## config.mk

```make
export PLATFORM = sky130hd
export DESIGN_NAME = gola_recip
export DESIGN_NICKNAME = d
export VERILOG_FILES = /design/src/rtl/gola_pkg.sv /design/src/rtl/gola_recip.sv
export SDC_FILE = /design/constraint.sdc
export NUM_CORES = 1
export LEC_CHECK = 0
export BUFFER_PORTS_ARGS = -buffer_cell sky130_fd_sc_hd__buf_2
export CAP_MARGIN = 0
export CORE_AREA = 2 2 71 73
export DETAILED_ROUTE_END_ITERATION = 8
export DIE_AREA = 0 0 73 75
export PLACE_DENSITY = 0.78
export SLEW_MARGIN = 10
export SYNTH_ARGS = -nofsm -noshare
export SYNTH_HDL_FRONTEND = slang
export SYNTH_SLANG_ARGS = --single-unit
export TNS_END_PERCENT = 50
```

## constraint.sdc

```tcl
create_clock -name aclk -period 3 [get_ports aclk]
set_input_delay 0.6 -clock aclk [delete_from_list [all_inputs] [get_ports aclk]]
set_output_delay 0.6 -clock aclk [all_outputs]
set_load 0.05 [all_outputs]
```

## src/rtl/gola_pkg.sv

```systemverilog
package gola_pkg;

    localparam int MAX_GRAIN_DEF  = 1024;
    localparam int RING_DEPTH_DEF = 2048;
    localparam int MIN_GRAIN      = 4;

    localparam int SAMPLE_W   = 16;
    localparam int MODE_W     = 2;
    localparam int LEN_W      = 11;
    localparam int CFG_DATA_W = 11;
    localparam int CFG_IDX_W  = 1;
    localparam int RECIP_W    = 32;
    localparam int DIV_STEPS  = 33;
    localparam int DIV_CNT_W  = 6;
    localparam int PHASE_W    = 10;
    localparam int COS_W      = 18;
    localparam int WIN_W      = 16;
    localparam int PROD_W     = 33;
    localparam int WSAMP_W    = 17;

    localparam logic [LEN_W-1:0] GRAIN_LENGTH_RST = 11'd1024;

    typedef enum logic [MODE_W-1:0] {
        MODE_REVERSE = 2'd0,
        MODE_MUTE    = 2'd1,
        MODE_SWAP    = 2'd2,
        MODE_BYPASS  = 2'd3
    } grain_mode_t;

    typedef enum logic [CFG_IDX_W-1:0] {
        REG_GRAIN_MODE   = 1'd0,
        REG_GRAIN_LENGTH = 1'd1
    } cfg_reg_t;

    // quarter-wave sine coefficients, q30
    localparam logic [63:0] SC1 = 64'd1686629713;
    localparam logic [63:0] SC3 = 64'd693598668;
    localparam logic [63:0] SC5 = 64'd85569306;
    localparam logic [63:0] SC7 = 64'd5026988;
    localparam logic [63:0] SC9 = 64'd172272;

    typedef logic [16:0] sin_tab_t [0:256];

    // sin(pi/2 * q/256) in q16, evaluated at elaboration
    function automatic sin_tab_t build_sin_tab();
        sin_tab_t    tab;
        logic [63:0] x;
        logic [63:0] x2;
        logic [63:0] t;
        logic [63:0] s;
        for (int q = 0; q <= 256; q++) begin
            x  = 64'(q) << 22;
            x2 = (x * x) >> 30;
            t  = SC9;
            t  = SC7 - ((x2 * t) >> 30);
            t  = SC5 - ((x2 * t) >> 30);
            t  = SC3 - ((x2 * t) >> 30);
            t  = SC1 - ((x2 * t) >> 30);
            s  = (x * t) >> 30;
            s  = (s + 64'd8192) >> 14;
            if (s > 64'd65536) begin
                s = 64'd65536;
            end
            tab[q] = s[16:0];
        end
        return tab;
    endfunction

    localparam sin_tab_t SIN_TAB = build_sin_tab();

endpackage

```

## src/rtl/gola_recip.sv

```systemverilog
module gola_recip #(
    parameter int GW = 11
) (
    input  logic                         aclk,
    input  logic                         aresetn,
    input  logic                         start,
    input  logic [GW-1:0]                divisor,
    output logic                         busy,
    output logic [gola_pkg::RECIP_W-1:0] quotient
);

    logic                          busy_reg;
    logic [gola_pkg::DIV_CNT_W-1:0] cnt_reg;
    logic [GW-1:0]                 rem_reg;
    logic [gola_pkg::RECIP_W-1:0]  quo_reg;
    logic [GW:0]                   trial;
    logic                          fits;

    // dividend is 2^32: only its first bit is set
    always_comb begin
        trial = {rem_reg, (cnt_reg == gola_pkg::DIV_CNT_W'(gola_pkg::DIV_STEPS))};
        fits  = (trial >= {1'b0, divisor});
    end

    always_ff @(posedge aclk) begin
        if (!aresetn) begin
            busy_reg <= 1'b0;
            cnt_reg  <= '0;
        end else if (start) begin
            busy_reg <= 1'b1;
            cnt_reg  <= gola_pkg::DIV_CNT_W'(gola_pkg::DIV_STEPS);
        end else if (busy_reg) begin
            cnt_reg <= cnt_reg - 1'b1;
            if (cnt_reg == gola_pkg::DIV_CNT_W'(1)) begin
                busy_reg <= 1'b0;
            end
        end
    end

    always_ff @(posedge aclk) begin
        if (start) begin
            rem_reg <= '0;
            quo_reg <= '0;
        end else if (busy_reg) begin
            rem_reg <= fits ? GW'(trial - {1'b0, divisor}) : trial[GW-1:0];
            quo_reg <= {quo_reg[gola_pkg::RECIP_W-2:0], fits};
        end
    end

    assign busy     = busy_reg;
    assign quotient = quo_reg;

endmodule

```

# Yosys cells after proc, flatten, opt, wreduce, memory -nomap -nowiden
# Index checks and enable logic that the tools add are counted.
classes:
  n_addsub: 2
  order_cmp: 1
  n_eq_ne: 2
  n_mux: 6
  bitwise: 1
  n_reduce_logical: 2
op_table:
  columns: ["cell", "n"]
  rows:
  - ["$ge A12 B11 Y1", 1]
  - ["$mux W6", 2]
  - ["$mux W11", 1]
  - ["$sub A11 B11 Y11", 1]
  - ["$eq A6 B1 Y1 const B", 1]
  - ["$eq A6 B6 Y1 const B", 1]
  - ["$sub A6 B1 Y6 const B", 1]
  - ["$mux W1", 3]
  - ["$reduce_bool A2 Y1", 1]
  - ["$reduce_or A2 Y1", 1]
  - ["$not A1 Y1", 1]
word_totals:
  ff_bits: 50
  inputBits: 14
  out_inout_bits: 33
  elab_cells: 19

# Longest topological paths before layout
depth:
  ltp_word: 4
  ltp_mapped: 12
  mapped_depth_nobuf: 11

# Worst setup path after synthesis
# Ideal clock, no wire load.
synth_timing:
  path_type: "register to register"
  from: "register cnt_reg[0] (netlist name)"
  to: "register rem_reg[1]"
  setup_time_ns: 0.106
  arrival_ns: 2.524
  required_time_ns: 2.894
  slack_ns: 0.370
  stages_incl_launch_ff: 11
  path_buffers: 0
  period_less_slack_ns: 2.630
  cell_sequence: "dfxtp_1 -> ha_1 -> nand4b_1 -> ha_1 -> fa_1 -> nand2b_1 -> o2bb2ai_1 -> a21oi_2 -> a211oi_4 -> or4b_2 -> o311ai_0"
synth_via:
  elab_chain_cells: 3
  elab_cells_between_ends: 4
  classes_between: "add/sub: 1; order compare: 1; eq/ne: 1; mux: 1"
synth_lines:
  columns: ["element", "line_no", "rtl"]
  rows:
  - ["start, declared", "gola_recip.sv:13", "logic [gola_pkg::DIV_CNT_W-1:0] cnt_reg;"]
  - ["start signal, assigned", "gola_recip.sv:31", "cnt_reg <= gola_pkg::DIV_CNT_W'(gola_pkg::DIV_STEPS);"]
  - ["start signal, assigned", "gola_recip.sv:33", "cnt_reg <= cnt_reg - 1'b1;"]
  - ["$eq A6 B6 Y1 (*)", "gola_recip.sv:21", "trial = {rem_reg, (cnt_reg == gola_pkg::DIV_CNT_W'(gola_pkg::DIV_STEPS))};"]
  - ["$sub A11 B11 Y11 / $ge A12 B11 Y1 (equally long branches)", "gola_recip.sv:45, gola_recip.sv:22", null]
  - ["$mux W11 (*)", "gola_recip.sv:45", "rem_reg <= fits ? GW'(trial - {1'b0, divisor}) : trial[GW-1:0];"]
  - ["end signal, assigned", "gola_recip.sv:45", null]
  - ["end, declared", "gola_recip.sv:14", "logic [GW-1:0] rem_reg;"]
# Every way passes the cells marked *; elsewhere a longest branch is shown, timed or not.
# A chain may end at the register's enable or synchronous reset.

# Worst setup path after layout
# Ends and elaborated chain as after synthesis.

==> flow_summary.toml <==
[sta]
skew_ns = 0.00903
slew_headroom_pct = 56.6
post-route-period-util_pct = 94.2
min_period_ns = 2.83
finalHoldViolCount = 0
layout_setup_ws_ns = 0.174
drv_slew = 0
max_freq_mhz = 354
setup_viol = 0
fin_tns_setup_ns = 0
worst_pin_slew_ns = 0.651
rsz0062_at_grt = "no"

[floorplan]
core_area_um2 = 4660
start_util_pct = 54.3
dieWidth_um = 73
pin_count = 47
dieHeight_um = 75
dieArea_um2 = 5480
rows = 25

[finish]
antenna_cells = 0
utilization_pct = 62.5
regArea_um2 = 1000
largest_reg_flops = 32
multiInputGateArea_um2 = 1420
fillCellCount = 391
area_delta_synth_final_pct = 15.0
layout.nets = 346
drive_gt1_share_pct = 21.1

[yosys]
syn_area_per_cell_um2 = 9.24
synth_area_leader_cell = "dfxtp_1"
ys_warn_count = 0
syn_inst = 274
yosysSeqAreaShare_pct = 39.5
ys_ff_latch = 50
ys_types = 47
postSynth.asyncResetShare_pct = 0
yosys-top-cells-area = "dfxtp_1 40%, mux2i_1 15%, nor2_1 8.0%, ha_1 6.4%, xnor2_1 2.4%"
synthFlopType = "dfxtp_1"
synth_edf_count = 0
syn_nets = 302
synth_top_area_share_pct = 39.5
netlist_area_um2 = 2530

[grt]
overflow = 0
grtUsageMet2_pct = 28.2
grt_pass1_vias = 1720
busiest_layer = "met2"
use_met3_pct = 4.95
grt_max_degree = 39
grt_use_met1_pct = 24.4
grt_use_total_pct = 18.4
grt_pass1_wl_um = 7830
antenna_found_initial = 0

[hold_path]
worstHoldEndpoint = "cnt_reg[1]"
hp-start = "cnt_reg[1]"
hold_depth = 2
hp-class = "register to register"

[setup_path]
crit_chain = "ha_1 -> nand4b_1 -> ha_1 -> fa_1 -> nand2b_1 -> o2bb2ai_1 -> a21oi_2 -> a211oi_4 -> or4b_2 -> o311ai_0"
startpoint = "cnt_reg[0]"
cpPeakStageDelay_ns = 0.63
required_ns = 3.19
rrSetupSlack_ns = 0.17
reg2reg_depth = 10
r2r_end = "rem_reg[1]"
crit_family = "simple AND/OR/NAND/NOR gates"
critPathLaunchType = "register"
critical_path_cell_count = 10
cp-end-kind = "register"
reg2reg_from = "cnt_reg[0]"
critPathMostFrequentCell = "ha_1"
crit_path_max_fanout = 11
worstPathArrival_ns = 3.02
crit_buf_inv = 0
cp_slowest_cell = "or4b_2"
worstSetupPathType = "register to register"

[clocking]
cts.sinks = 50
clock_path_buffers = 2
cts-root-buf = "clkbuf_8"
cts_resized = 0
cts_tree = "done"
clkTransAtPathRegs_ns = 0.08
ctsHoldBuffers = 0
worstSkewPairLatency_ns = 0.30
htree_levels = 2
cts_made_buffers = 5
cts_setup_buffers = 0

[run]
drv_cap = 0

[routing]
vias_per_cell = 5.37
vias = 1996
firstDrtPassIters = 4
drt_iter0_drc = 101
drt_wl_total_um = 4840
wl_per_cell_um = 13.0
drc_errors = 0
drtAntennaViolNets = 0

[placed_design]
dpl_worst_slack_ns = 0.191
port_buffers = 46
place_congestion = 0.914
dpl.hpwl_um = 3530

[pwr]
powerDensity_nw_per_um2 = 507
peakVddDrop_mv = 0.378
p_leak_uw = 0.00136

[outcome]
status = "finished, final reports clean"
[logic make-up after synthesis]
logic type | synth area share, %
adders and majority gates | 7.21
buffers and inverters | 4.45
muxes | 15.1
AOI/OAI and AO/OA | 12.5
DFF | 39.5
and+or+nand+nor | 17.1
xor gates and xnor gates | 4.15
[layout by cell type (no fill, tap or decap), types with 2 or more instances in the layout]
| master | count |
|---|---|
| nor2_1 | 54 |
| dfxtp_1 | 49 |
| buf_2 | 46 |
| mux2i_1 | 37 |
| inv_1 | 15 |
| ha_1 | 13 |
| nand2_1 | 9 |
| a21oi_1 | 8 |
| a211oi_1 | 7 |
| xnor2_1 | 7 |
| nand2b_1 | 5 |
| xor2_1 | 5 |
| clkbuf_8 | 5 |
| buf_4 | 4 |
| nand4b_1 | 3 |
| o21ai_0 | 3 |
| a21o_1 | 3 |
| nor2b_1 | 3 |
| a311oi_1 | 3 |
| o21a_1 | 3 |
| nor3b_1 | 3 |
| o31ai_1 | 3 |
| o2bb2ai_1 | 2 |
| and2b_2 | 2 |
[metal layers]
| metal | part of all wire [%] | routed length, um | vias up |
|---|---|---|---|
| li1 | - | - | 1035 |
| met1 | 47 | 2290 | 910 |
| met2 | 46 | 2250 | 41 |
| met3 | 4.2 | 203 | 10 |
| met4 | 2.1 | 104 | 0 |
| met5 | 0 | 0 | - |
[power breakdown]
| group | total [uW] | internal, uW | switching, uW |
|---|---|---|---|
| logic | 310 | 137 | 173 |
| registers | 708 | 686 | 23.0 |
| clock network | 457 | 245 | 212 |
| total | 1480 | 1070 | 408 |
[cell usage after synthesis (2+ instances only)]
library cell / n
a211oi_1: 7
a21o_1: 3
a21oi_1: 8
a311oi_1: 3
and2b_2: 2
clkbuf_1: 11
dfxtp_1: 50
ha_1: 13
inv_1: 15
mux2i_1: 37
nand2_1: 9
nand2b_1: 5
nand4b_1: 3
nor2_1: 54
nor2b_1: 3
nor3b_1: 3
o21a_1: 3
o21ai_0: 3
o2bb2ai_1: 2
o31ai_1: 3
xnor2_1: 7
xor2_1: 5
[per-stage QoR]
step / std cells / total power (uW) / area, um^2 / hold slack [ns]
2_1_floorplan: 274 / 972 / 2530 / 0.469
3_3_place_gp: 365 / 1030 / 2810 / 0.484
3_5_place_dp: 365 / 1030 / 2810 / 0.495
4_1_cts: 372 / 1490 / 2910 / 0.504
5_1_grt: 372 / 1550 / 2910 / 0.535
6_report: 372 / 1480 / 2910 / 0.504
[worst register-to-register path, stage by stage (launching register included)]
cell	delay (ns)
dfxtp_1	0.39
ha_1	0.19
nand4b_1	0.13
ha_1	0.22
fa_1	0.40
nand2b_1	0.16
o2bb2ai_1	0.19
a21oi_2	0.20
a211oi_4	0.11
or4b_2	0.63
o311ai_0	0.11
[how the worst max path moves through the flow]
stage / endpoint / slack, ns
after floorplan: rem_reg[1] / 0.37
after global routing: rem_reg[1] / 0.01
after detailed placement: rem_reg[0] / 0.19
final: rem_reg[1] / 0.17
after global placement: rem_reg[1] / 0.23
after CTS: rem_reg[1] / 0.17
[layout make-up]
cell class / count / share of cell area, %
Clock inverter: 2 / 1.33
Multi-Input combinational cell: 196 / 48.7
Tap cell: 54 / 2.32
Timing Repair Buffer: 50 / 8.93
Clock buffer: 5 / 2.36
Inverter: 15 / 1.93
Sequential cell: 50 / 34.4
No activity file was read; power rests on OpenSTA's default activity.
